<file path="config.mk">
export PLATFORM = sky130hd
export DESIGN_NAME = murmur64_seeded_hash_top
export DESIGN_NICKNAME = d
export VERILOG_FILES = /design/src/rtl/mh_pkg.sv /design/src/rtl/mh_fifo.sv /design/src/rtl/mh_front.sv /design/src/rtl/mh_mul.sv /design/src/rtl/mh_back.sv /design/src/rtl/murmur64_seeded_hash_top.sv
export SDC_FILE = /design/constraint.sdc
export NUM_CORES = 2
export LEC_CHECK = 0
export BUFFER_PORTS_ARGS = -buffer_cell sky130_fd_sc_hd__buf_2
export CAP_MARGIN = 25
export CORE_ASPECT_RATIO = 1.25
export CORE_MARGIN = 10
export CORE_UTILIZATION = 25
export CTS_CLUSTER_SIZE = 25
export DETAILED_ROUTE_END_ITERATION = 10
export PLACE_DENSITY = 0.36
export SYNTH_ARGS = -nofsm -noshare
export SYNTH_HDL_FRONTEND = slang
export SYNTH_SLANG_ARGS = --single-unit
</file>
<file path="constraint.sdc">
create_clock -name clk -period 26.3 [get_ports clk]
set_input_delay 5.26 -clock clk [delete_from_list [all_inputs] [get_ports clk]]
set_output_delay 5.26 -clock clk [all_outputs]
set_load 0.02 [all_outputs]
</file>
<file path="src/rtl/mh_pkg.sv">
package mh_pkg;

  // multiplier of the mixing steps and the right shift of the shift-mix
  localparam logic [63:0] HASH_MUL  = 64'hc6a4a7935bd1e995;
  localparam int unsigned MIX_SHIFT = 47;

  // what the back end does with one queued word
  typedef enum logic [1:0] {
    CLS_NONE = 2'd0,  // zero byte count, nothing mixed
    CLS_PART = 2'd1,  // one to seven bytes, xor then multiply
    CLS_FULL = 2'd2   // eight bytes, full word mix
  } word_cls_t;

  typedef struct packed {
    logic [63:0] word;      // masked data
    word_cls_t   cls;
    logic        first;
    logic        last;
    logic [31:0] length;
  } q_entry_t;

  typedef struct packed {
    logic        start;
    logic [63:0] operand;
  } mul_req_t;

  typedef struct packed {
    logic        done;
    logic [63:0] result;
  } mul_rsp_t;

  function automatic logic [63:0] shift_mix(input logic [63:0] x);
    shift_mix = x ^ (x >> MIX_SHIFT);
  endfunction

endpackage

</file>
<file path="src/rtl/mh_fifo.sv">
module mh_fifo
  import mh_pkg::*;
#(
  parameter int DEPTH = 2
) (
  input  logic     clk,
  input  logic     rst_n,
  input  logic     push,
  input  q_entry_t push_entry,
  output logic     full,
  input  logic     pop,
  output q_entry_t pop_entry,
  output logic     not_empty
);

  localparam int AW = (DEPTH > 1) ? $clog2(DEPTH) : 1;
  localparam int CW = $clog2(DEPTH + 1);

  q_entry_t        mem_r [DEPTH];
  logic [AW-1:0]   wr_ptr_r;
  logic [AW-1:0]   rd_ptr_r;
  logic [CW-1:0]   count_r;
  logic            do_push;
  logic            do_pop;

  assign full      = (count_r == CW'(DEPTH));
  assign not_empty = (count_r != '0);
  assign do_push   = push && !full;
  assign do_pop    = pop && not_empty;
  assign pop_entry = mem_r[rd_ptr_r];

  always_ff @(posedge clk) begin
    if (do_push) begin
      mem_r[wr_ptr_r] <= push_entry;
    end
  end

  always_ff @(posedge clk) begin
    if (!rst_n) begin
      wr_ptr_r <= '0;
      rd_ptr_r <= '0;
      count_r  <= '0;
    end else begin
      if (do_push) begin
        wr_ptr_r <= (wr_ptr_r == AW'(DEPTH - 1)) ? '0 : wr_ptr_r + AW'(1);
      end
      if (do_pop) begin
        rd_ptr_r <= (rd_ptr_r == AW'(DEPTH - 1)) ? '0 : rd_ptr_r + AW'(1);
      end
      if (do_push && !do_pop) begin
        count_r <= count_r + CW'(1);
      end else if (do_pop && !do_push) begin
        count_r <= count_r - CW'(1);
      end
    end
  end

endmodule

</file>
<file path="src/rtl/mh_front.sv">
module mh_front
  import mh_pkg::*;
(
  input  logic        in_valid,
  input  logic [63:0] in_data_word,
  input  logic [3:0]  in_byte_count,
  input  logic        in_first_word,
  input  logic        in_last_word,
  input  logic [31:0] in_message_length,
  output logic        push,
  output q_entry_t    entry
);

  logic [63:0] masked;

  // keep byte i only when it lies below the byte count
  always_comb begin
    for (int i = 0; i < 8; i++) begin
      masked[8*i +: 8] = (in_byte_count[3] || (4'(i) < in_byte_count)) ?
                         in_data_word[8*i +: 8] : 8'h00;
    end
  end

  always_comb begin
    entry.word   = masked;
    entry.first  = in_first_word;
    entry.last   = in_last_word;
    entry.length = in_message_length;
    priority if (in_byte_count[3]) begin
      entry.cls = CLS_FULL;
    end else if (in_byte_count != 4'd0) begin
      entry.cls = CLS_PART;
    end else begin
      entry.cls = CLS_NONE;
    end
  end

  assign push = in_valid;

endmodule

</file>
<file path="src/rtl/mh_mul.sv">
module mh_mul
  import mh_pkg::*;
(
  input  logic     clk,
  input  logic     rst_n,
  input  mul_req_t req,
  output mul_rsp_t rsp
);

  // a * HASH_MUL mod 2^64 with one 32x32 multiplier over three steps
  logic [63:0] a_r;
  logic [63:0] acc_r;
  logic [1:0]  step_r;
  logic        busy_r;
  logic        done_r;
  logic [31:0] op_x;
  logic [31:0] op_y;
  logic [63:0] prod;

  always_comb begin
    unique case (step_r)
      2'd0: begin
        op_x = a_r[31:0];
        op_y = HASH_MUL[31:0];
      end
      2'd1: begin
        op_x = a_r[63:32];
        op_y = HASH_MUL[31:0];
      end
      default: begin
        op_x = a_r[31:0];
        op_y = HASH_MUL[63:32];
      end
    endcase
  end

  assign prod = op_x * op_y;

  always_ff @(posedge clk) begin
    if (req.start) begin
      a_r <= req.operand;
    end
    if (busy_r) begin
      if (step_r == 2'd0) begin
        acc_r <= prod;
      end else begin
        acc_r[63:32] <= acc_r[63:32] + prod[31:0];
      end
    end
  end

  always_ff @(posedge clk) begin
    if (!rst_n) begin
      busy_r <= 1'b0;
      done_r <= 1'b0;
      step_r <= 2'd0;
    end else begin
      done_r <= 1'b0;
      if (req.start) begin
        busy_r <= 1'b1;
        step_r <= 2'd0;
      end else if (busy_r) begin
        step_r <= step_r + 2'd1;
        if (step_r == 2'd2) begin
          busy_r <= 1'b0;
          done_r <= 1'b1;
        end
      end
    end
  end

  assign rsp.done   = done_r;
  assign rsp.result = acc_r;

endmodule

</file>
<file path="src/rtl/mh_back.sv">
module mh_back
  import mh_pkg::*;
(
  input  logic        clk,
  input  logic        rst_n,
  input  logic [63:0] seed,
  input  logic        q_not_empty,
  input  q_entry_t    q_entry,
  output logic        q_pop,
  output mul_req_t    mul_req,
  input  mul_rsp_t    mul_rsp,
  output logic        out_valid,
  input  logic        out_ready,
  output logic [63:0] out_hash
);

  typedef enum logic [7:0] {
    ST_IDLE     = 8'b0000_0001,
    ST_INIT     = 8'b0000_0010,
    ST_DISPATCH = 8'b0000_0100,
    ST_MIX1     = 8'b0000_1000,
    ST_MIX2     = 8'b0001_0000,
    ST_MIX3     = 8'b0010_0000,
    ST_FIN      = 8'b0100_0000,
    ST_EMIT     = 8'b1000_0000
  } back_state_t;

  back_state_t state_r, state_nxt;
  q_entry_t    ent_r;
  logic [63:0] hash_r, hash_nxt;
  logic [63:0] fin_r;
  logic        fin_load;
  logic        out_valid_r;
  logic [63:0] out_hash_r;
  logic        out_load;

  always_comb begin
    state_nxt       = state_r;
    hash_nxt        = hash_r;
    q_pop           = 1'b0;
    mul_req.start   = 1'b0;
    mul_req.operand = '0;
    fin_load        = 1'b0;
    out_load        = 1'b0;
    unique case (state_r)
      ST_IDLE: begin
        if (q_not_empty) begin
          q_pop = 1'b1;
          if (q_entry.first) begin
            mul_req.start   = 1'b1;
            mul_req.operand = {32'd0, q_entry.length};
            state_nxt       = ST_INIT;
          end else begin
            state_nxt = ST_DISPATCH;
          end
        end
      end
      ST_INIT: begin
        if (mul_rsp.done) begin
          hash_nxt  = seed ^ mul_rsp.result;
          state_nxt = ST_DISPATCH;
        end
      end
      ST_DISPATCH: begin
        unique case (ent_r.cls)
          CLS_FULL: begin
            mul_req.start   = 1'b1;
            mul_req.operand = ent_r.word;
            state_nxt       = ST_MIX1;
          end
          CLS_PART: begin
            mul_req.start   = 1'b1;
            mul_req.operand = hash_r ^ ent_r.word;
            state_nxt       = ST_MIX3;
          end
          default: begin
            if (ent_r.last) begin
              mul_req.start   = 1'b1;
              mul_req.operand = shift_mix(hash_r);
              state_nxt       = ST_FIN;
            end else begin
              state_nxt = ST_IDLE;
            end
          end
        endcase
      end
      ST_MIX1: begin
        if (mul_rsp.done) begin
          mul_req.start   = 1'b1;
          mul_req.operand = shift_mix(mul_rsp.result);
          state_nxt       = ST_MIX2;
        end
      end
      ST_MIX2: begin
        if (mul_rsp.done) begin
          mul_req.start   = 1'b1;
          mul_req.operand = hash_r ^ mul_rsp.result;
          state_nxt       = ST_MIX3;
        end
      end
      ST_MIX3: begin
        if (mul_rsp.done) begin
          hash_nxt = mul_rsp.result;
          if (ent_r.last) begin
            mul_req.start   = 1'b1;
            mul_req.operand = shift_mix(mul_rsp.result);
            state_nxt       = ST_FIN;
          end else begin
            state_nxt = ST_IDLE;
          end
        end
      end
      ST_FIN: begin
        if (mul_rsp.done) begin
          fin_load  = 1'b1;
          state_nxt = ST_EMIT;
        end
      end
      ST_EMIT: begin
        if (!out_valid_r || out_ready) begin
          out_load  = 1'b1;
          state_nxt = ST_IDLE;
        end
      end
      default: begin
        state_nxt = ST_IDLE;
      end
    endcase
  end

  always_ff @(posedge clk) begin
    if (q_pop) begin
      ent_r <= q_entry;
    end
    if (fin_load) begin
      fin_r <= shift_mix(mul_rsp.result);
    end
    if (out_load) begin
      out_hash_r <= fin_r;
    end
  end

  always_ff @(posedge clk) begin
    if (!rst_n) begin
      state_r     <= ST_IDLE;
      hash_r      <= '0;
      out_valid_r <= 1'b0;
    end else begin
      state_r <= state_nxt;
      hash_r  <= hash_nxt;
      if (out_load) begin
        out_valid_r <= 1'b1;
      end else if (out_ready) begin
        out_valid_r <= 1'b0;
      end
    end
  end

  assign out_valid = out_valid_r;
  assign out_hash  = out_hash_r;

endmodule

</file>
<file path="src/rtl/murmur64_seeded_hash_top.sv">
// seeded 64-bit multiply-shift message hash, one 64-bit little-endian word per beat
// input channel: in_valid/in_ready with data word, byte count (0..8), first/last
//   flags and the total message length, which is sampled on the first beat only
// output channel: out_valid/out_ready carrying the finalized 64-bit hash, one beat
//   for every input beat flagged last
// config: apb-style write of the 64-bit seed at byte address 0; pready tied high
// the front end masks and classifies each beat into a small queue; the back end
//   walks it through one shared 32x32 multiplier, one 64-bit product at a time
// work per beat: one product for a first beat (the length), one for a partial word,
//   three for a full word and one for a last beat, plus the output handoff; a full
//   middle word takes the longest, set by the serial multiply chain
// after a last beat the hash passes the finalize product and fin_r, then out_hash_r
// reset (rst_n low, synchronous) clears the seed, the running hash, the queue and
//   the output valid flag; nothing is emitted until a last beat arrives
// a stalled receiver holds the result in the output register; the back end waits
//   with the next result while the queue keeps taking beats until it is full
module murmur64_seeded_hash_top
  import mh_pkg::*;
#(
  parameter int QUEUE_DEPTH = 2
) (
  input  logic        clk,
  input  logic        rst_n,
  // input channel
  input  logic        in_valid,
  output logic        in_ready,
  input  logic [63:0] in_data_word,
  input  logic [3:0]  in_byte_count,
  input  logic        in_first_word,
  input  logic        in_last_word,
  input  logic [31:0] in_message_length,
  // result channel
  output logic        out_valid,
  input  logic        out_ready,
  output logic [63:0] out_hash,
  // config port
  input  logic        cfg_psel,
  input  logic        cfg_penable,
  input  logic        cfg_pwrite,
  input  logic [3:0]  cfg_paddr,
  input  logic [63:0] cfg_pwdata,
  output logic [63:0] cfg_prdata,
  output logic        cfg_pready
);

  logic [63:0] seed_r;
  logic        push;
  q_entry_t    push_entry;
  logic        q_full;
  logic        q_pop;
  q_entry_t    q_entry;
  logic        q_not_empty;
  mul_req_t    mul_req;
  mul_rsp_t    mul_rsp;

  // seed register, the only one, at byte address 0 (bit 3 picks the 8-byte slot)
  assign cfg_pready = 1'b1;
  assign cfg_prdata = cfg_paddr[3] ? 64'd0 : seed_r;

  always_ff @(posedge clk) begin
    if (!rst_n) begin
      seed_r <= '0;
    end else if (cfg_psel && cfg_penable && cfg_pwrite && !cfg_paddr[3]) begin
      seed_r <= cfg_pwdata;
    end
  end

  // front end: byte masking and word classification
  mh_front u_front (
    .in_valid          (in_valid),
    .in_data_word      (in_data_word),
    .in_byte_count     (in_byte_count),
    .in_first_word     (in_first_word),
    .in_last_word      (in_last_word),
    .in_message_length (in_message_length),
    .push              (push),
    .entry             (push_entry)
  );

  // queue between the two halves
  mh_fifo #(
    .DEPTH (QUEUE_DEPTH)
  ) u_fifo (
    .clk        (clk),
    .rst_n      (rst_n),
    .push       (push),
    .push_entry (push_entry),
    .full       (q_full),
    .pop        (q_pop),
    .pop_entry  (q_entry),
    .not_empty  (q_not_empty)
  );

  assign in_ready = !q_full;

  // shared multiply-by-constant unit
  mh_mul u_mul (
    .clk   (clk),
    .rst_n (rst_n),
    .req   (mul_req),
    .rsp   (mul_rsp)
  );

  // back end: hash sequencer and output register
  mh_back u_back (
    .clk         (clk),
    .rst_n       (rst_n),
    .seed        (seed_r),
    .q_not_empty (q_not_empty),
    .q_entry     (q_entry),
    .q_pop       (q_pop),
    .mul_req     (mul_req),
    .mul_rsp     (mul_rsp),
    .out_valid   (out_valid),
    .out_ready   (out_ready),
    .out_hash    (out_hash)
  );

endmodule
</file>
; Yosys cells after proc, flatten, opt, wreduce, memory -nomap -nowiden
; Memory sizes are Yosys's and may differ from the RTL's. A register that Yosys moved wholly into a read port is not among the register bits.
; Cells that the tools add are included.
[totals]
regBits = 468
mem_bits_rw = 200
input_bits = 177
output_inout_bits = 131
wordCells = 151
mem_count = 1
[memory_table]
columns = memory, depth, width, read_ports, rd_ports_with_merged_regs, write_ports, line
row1 = u_fifo.mem_r, 2, 100, 1, 1, 1, mh_fifo.sv:19  ; q_entry_t mem_r [DEPTH];
[op_classes]
n_addsub = 6
multipliers = 1
n_lt_le_gt_ge = 8
n_eq_ne = 20
n_mux = 57
bitwise = 7
reduce_logical = 33
[op_table]
columns = op, n
row1 = $mux W65, 7
row2 = $pmux W65 S5, 1
row3 = $mux W64, 3
row4 = $xor A64 B64 Y64, 3
row5 = $pmux W65 S2, 1
row6 = $pmux W64 S2, 1
row7 = $xor A64 B17 Y64, 2
row8 = $mux W8, 15
row9 = $mux W32, 3
row10 = $mul A32 B32 Y64, 1
row11 = $pmux W8 S8, 1
row12 = $add A32 B32 Y32, 1
row13 = $mux W1, 19
row14 = $lt A3 B4 Y1 const A, 4
row15 = $pmux W8 S2, 1
row16 = $ne A2 B2 Y1 const B, 6
row17 = $logic_or A1 B1 Y1, 9
row18 = $eq A8 B1 Y1 const B, 1
row19 = $eq A8 B2 Y1 const B, 1
row20 = $eq A8 B3 Y1 const B, 1
row21 = $eq A8 B4 Y1 const B, 1
row22 = $eq A8 B5 Y1 const B, 1
row23 = $eq A8 B6 Y1 const B, 1
row24 = $eq A8 B7 Y1 const B, 1
row25 = other kinds (23), 47

; Logic depth before layout (Yosys ltp)
[logic_depth]
depth_word = 7
depth_mapped = 44
depth_no_buf = 40

; Cells and area by module
; Synthesis repeated with hierarchy kept, for this count alone.
[unflattened]
hier_cells = 4950
hier_area_um2 = 55007.8
[by_module_without_submodules]
columns = mod, n_inst, cells_each, area_per_inst_um2, seq_area_each_um2
row1 = mh_mul, 1, 2949, 30466.7, 3923.8
row2 = mh_back, 1, 1201, 13280.2, 7317.0
row3 = mh_fifo, 1, 336, 7448.4, 6105.9
row4 = murmur64_seeded_hash_top, 1, 352, 3042.9, 1281.2
row5 = mh_front, 1, 112, 769.5, 0.0

; Worst setup path before layout
; No wires, ideal clock.
[synth_path]
path_kind = input to output
from = input port cfg_paddr[3]
to = output port cfg_prdata[10]
t_arrival_ns = 5.976
path_slack_ns = 15.064
path_stages = 3
cell_sequence = clkbuf_1 -> clkbuf_1 -> nor2b_1
[synth_via]
elab_chain_len = 1
[synth_rtl]
columns = item, line
row1 = "start, declared", murmur64_seeded_hash_top.sv:40  ; input logic [3:0] cfg_paddr,
row2 = $mux W64, murmur64_seeded_hash_top.sv:58  ; assign cfg_prdata = cfg_paddr[3] ? 64'd0 : seed_r;
row3 = "end, declared", murmur64_seeded_hash_top.sv:42  ; output logic [63:0] cfg_prdata,
; Every way passes these cells.

; Worst setup path in the final report
[layout_path]
from = input port cfg_paddr[3]
to = output port cfg_prdata[57]
; The elaborated chain is that of the path after synthesis.

==> parameters.txt <==
Parameter                              Value

Floorplan
  Starting density of the core ... between 20% and 30%
  Core area ... about 210,000 µm²
  Row Count ... 190
  Die outline area ... between 200,000 and 250,000 µm²
  Floorplan die width ... ~430 µm
  Die outline height ... ~540 µm
  Count of boundary I/O pins ... 308

Route
  DR vias/cell ... between 4 and 5
  DRC Markers ... 0
  Via count ... approximately 37,000
  Number of routed nets with antenna violations ... 0
  TritonRoute pass-1 iters ... 5
  Wire length after detailed routing ... approximately 220,000 µm
  Violation count after the first detailed-route iteration ... around 2,600
  Mean routed wirelength per cell ... between 20 and 30 µm

Global routing
  Largest net degree at the start of global routing ... 77
  Global-route wire length before repair ... 304,000 µm
  Via count of the first global-routing pass ... between 30,000 and 40,000
  Antenna violations before repair ... 8
  Global router's overall resource usage ... 18.0%
  Total global routing overflow ... 0

Place
  Weighted congestion at the end of routability-driven global placement ... 0.909
  Post-detailed-placement half-perimeter wirelength ... between 150,000 and 200,000 µm
  Count of input and output buffers ... 303

CTS
  Post-CTS setup buffer count ... 0
  Hold bufs inserted after CTS ... 0
  Resize count post-CTS ... 0
  Clock tree from TritonCTS ... built
  Clk buf depth ... 3
  Clock-pin slew on the worst setup and hold paths ... roughly 0.060 ns
  Number of buffers created by CTS ... just under 70
  Clock insertion delay at the later pin of the skew report ... ~0.67 ns
  CTS Root Cell ... sky130_fd_sc_hd__clkbuf_16
  # clock sinks ... about 670
  Depth of the CTS H-tree ... 3

Timing
  Setup Total Neg Slack ... 0 ns
  Count of final hold-check violations ... 0
  Largest clock skew in the final design ... approximately 0.028 ns
  Final max-slew violation count ... 0
  Final critical delay including setup and external delays ... approximately 12 ns
  Slew at the pin with the worst max-slew slack ... around 1 ns
  Period utilisation layout ... between 40% and 50%
  Setup repair after global routing missed its margin ... no
  Endpoints failing setup ... 0
  Headroom to the max-slew limit ... between 30% and 40%
  Maximum operating frequency ... approximately 86 MHz

Cells and area
  Post-layout nets ... 6,394
  Relative area change from synthesis to final layout ... 13.6%
  Proportion of layout cells with a drive suffix above 1 ... 12.1%
  Commonest non-fill, non-tap cell in the layout ... sky130_fd_sc_hd__inv_1
  Commonest cells after routing, fill and taps aside ... sky130_fd_sc_hd__inv_1, sky130_fd_sc_hd__fa_1, sky130_fd_sc_hd__edfxtp_1, sky130_fd_sc_hd__ha_1, sky130_fd_sc_hd__nand2_1

Logic synthesis
  Number of flops mapped to enable cells by yosys ... 523
  Most frequently used flop master after synthesis ... sky130_fd_sc_hd__edfxtp_1
  YS warnings ... 0
  Async set-or-reset flop fraction in the synthesized netlist ... 0%
  Synth Area per Inst ... between 10 and 15 µm²
  Yosys cell types ... 82
  Post-synthesis cell area ... ~54,000 µm²
  #FFs+latches synth ... between 600 and 700
  Cell count after synthesis ... ~4,900
  Part of the Yosys area used for sequential elements ... 34.7%

Critical path
  Critical path type ... input port to output pin
  Worst Path Required ... about 21 ns
  Critical path capture point type ... output pin
  Worst Reg2Reg Path Length in Cells ... 37
  Data arrival, critical path ... approximately 6.4 ns
  Highest fanout seen on the critical path ... 66
  Critical path startpoint category ... input port

Run status
  Result of the run ... finished clean

Min path
  Class of the worst hold path ... register to register
  Worst hold path depth ... 0

Job
  Number of maximum-capacitance violations ... 0
## through the flow
step                      cell area (µm²)  instances  util, %  worst slack [ns]  hold slack, ns
after CTS                           61000       8096     28.5             14.59           0.420
after floorplan                     53800       4935        -             15.06           0.400
final                               61100       8101     28.5             14.61           0.420
after global routing                61100       8100     28.5             14.49           0.425
after global placement              58600       7967     27.4             14.65           0.404
after detailed placement            58700       7970     27.4             14.60           0.405
## layer usage
layer | global-route usage (%) | wire [µm] | up-vias
li1 | - | - | 16800
met1 | 21.8 | 88800 | 18900
met2 | 34.0 | 115000 | 806
met3 | 1.54 | 5980 | 160
met4 | 4.65 | 5940 | 6
met5 | 0 | 52 | -
## Yosys cell counts (12+ instances only)
| library cell | number | area, µm² |
|---|---|---|
| sky130_fd_sc_hd__a22oi_1 | 24 | 180 |
| sky130_fd_sc_hd__dfxtp_1 | 146 | 2920 |
| sky130_fd_sc_hd__o21a_1 | 14 | 105 |
| sky130_fd_sc_hd__o221ai_1 | 32 | 280 |
| sky130_fd_sc_hd__nand2_1 | 412 | 1550 |
| sky130_fd_sc_hd__ha_1 | 439 | 5490 |
| sky130_fd_sc_hd__a21boi_0 | 26 | 195 |
| sky130_fd_sc_hd__nand3_1 | 30 | 150 |
| sky130_fd_sc_hd__a21o_1 | 55 | 413 |
| sky130_fd_sc_hd__nor2b_1 | 158 | 988 |
| sky130_fd_sc_hd__a31oi_1 | 26 | 163 |
| sky130_fd_sc_hd__nand4_1 | 23 | 144 |
| sky130_fd_sc_hd__xor2_1 | 146 | 1280 |
| sky130_fd_sc_hd__nand3b_1 | 19 | 143 |
| sky130_fd_sc_hd__buf_1 | 19 | 71.3 |
| sky130_fd_sc_hd__mux2_2 | 92 | 1040 |
| sky130_fd_sc_hd__nor2_1 | 244 | 916 |
| sky130_fd_sc_hd__a211oi_1 | 71 | 533 |
| sky130_fd_sc_hd__buf_2 | 17 | 85.1 |
| sky130_fd_sc_hd__o32ai_1 | 19 | 166 |
| sky130_fd_sc_hd__edfxtp_1 | 523 | 15700 |
| sky130_fd_sc_hd__and2_1 | 41 | 257 |
| sky130_fd_sc_hd__o21ai_0 | 220 | 1100 |
| sky130_fd_sc_hd__o21bai_1 | 12 | 90.1 |
| sky130_fd_sc_hd__xnor2_1 | 75 | 657 |
| sky130_fd_sc_hd__a21oi_1 | 168 | 841 |
| sky130_fd_sc_hd__nand2b_1 | 15 | 93.8 |
| sky130_fd_sc_hd__a222oi_1 | 13 | 130 |
| sky130_fd_sc_hd__mux2i_1 | 48 | 480 |
| sky130_fd_sc_hd__fa_1 | 615 | 12300 |
| sky130_fd_sc_hd__clkbuf_1 | 176 | 661 |
| sky130_fd_sc_hd__nor3_1 | 18 | 90.1 |
| sky130_fd_sc_hd__or2_2 | 16 | 100 |
| sky130_fd_sc_hd__a221o_1 | 27 | 270 |
| sky130_fd_sc_hd__inv_1 | 819 | 3070 |
## layout make-up
cell class	count	area [µm²]
clock inverters	39	485
well taps	2880	3600
flip-flops and latches	669	18600
diodes	2	5.00
multi-input cells	3229	31300
repair buffers	371	2080
inverters	824	3100
fillers	22600	153000
clock buffers	87	1850
## worst max-delay path: stages
cell,delay [ns]
sky130_fd_sc_hd__buf_2,0.08
sky130_fd_sc_hd__buf_4,0.59
sky130_fd_sc_hd__nor2b_1,0.13
sky130_fd_sc_hd__buf_2,0.21
## cells by family after synthesis
| family | synth area share [%] |
|---|---|
| adders and majority gates | 33.1 |
| buffers and inverters | 7.29 |
| and+or+nand+nor | 8.87 |
| AOI/OAI and AO/OA | 9.63 |
| DFF | 34.7 |
| xor gates and xnor gates | 3.60 |
| muxes | 2.82 |
| other | 0.0140 |
## flip-flops by register name, indices dropped and copies added (netlist names), 2 cells and up, named ones only
register and cells:
u_fifo.count_r 2, u_mul.a_r 64, u_mul.step_r 2, seed_r 64, u_back.hash_r 64, u_fifo.mem_r 200, u_mul.acc_r 64, u_back.out_hash 64
u_back.ent_r 67, u_back.fin_r 64, u_back.state_r 8
## worst paths after layout
check                                from                       endpoint  slack (ns)
min            u_back.fin_r[28]$_DFFE_PP_  u_back.out_hash[28]$_DFFE_PP_        0.42
min reg2reg    u_back.fin_r[28]$_DFFE_PP_  u_back.out_hash[28]$_DFFE_PP_        0.42
max reg2reg  u_mul.step_r[1]$_SDFFE_PP0P_      u_mul.acc_r[62]$_DFFE_PP_       15.00
max                          cfg_paddr[3]                 cfg_prdata[57]       14.61
Power is not shown: default switching activity piles up to over one toggle a cycle in this logic, so the estimate is an artifact.
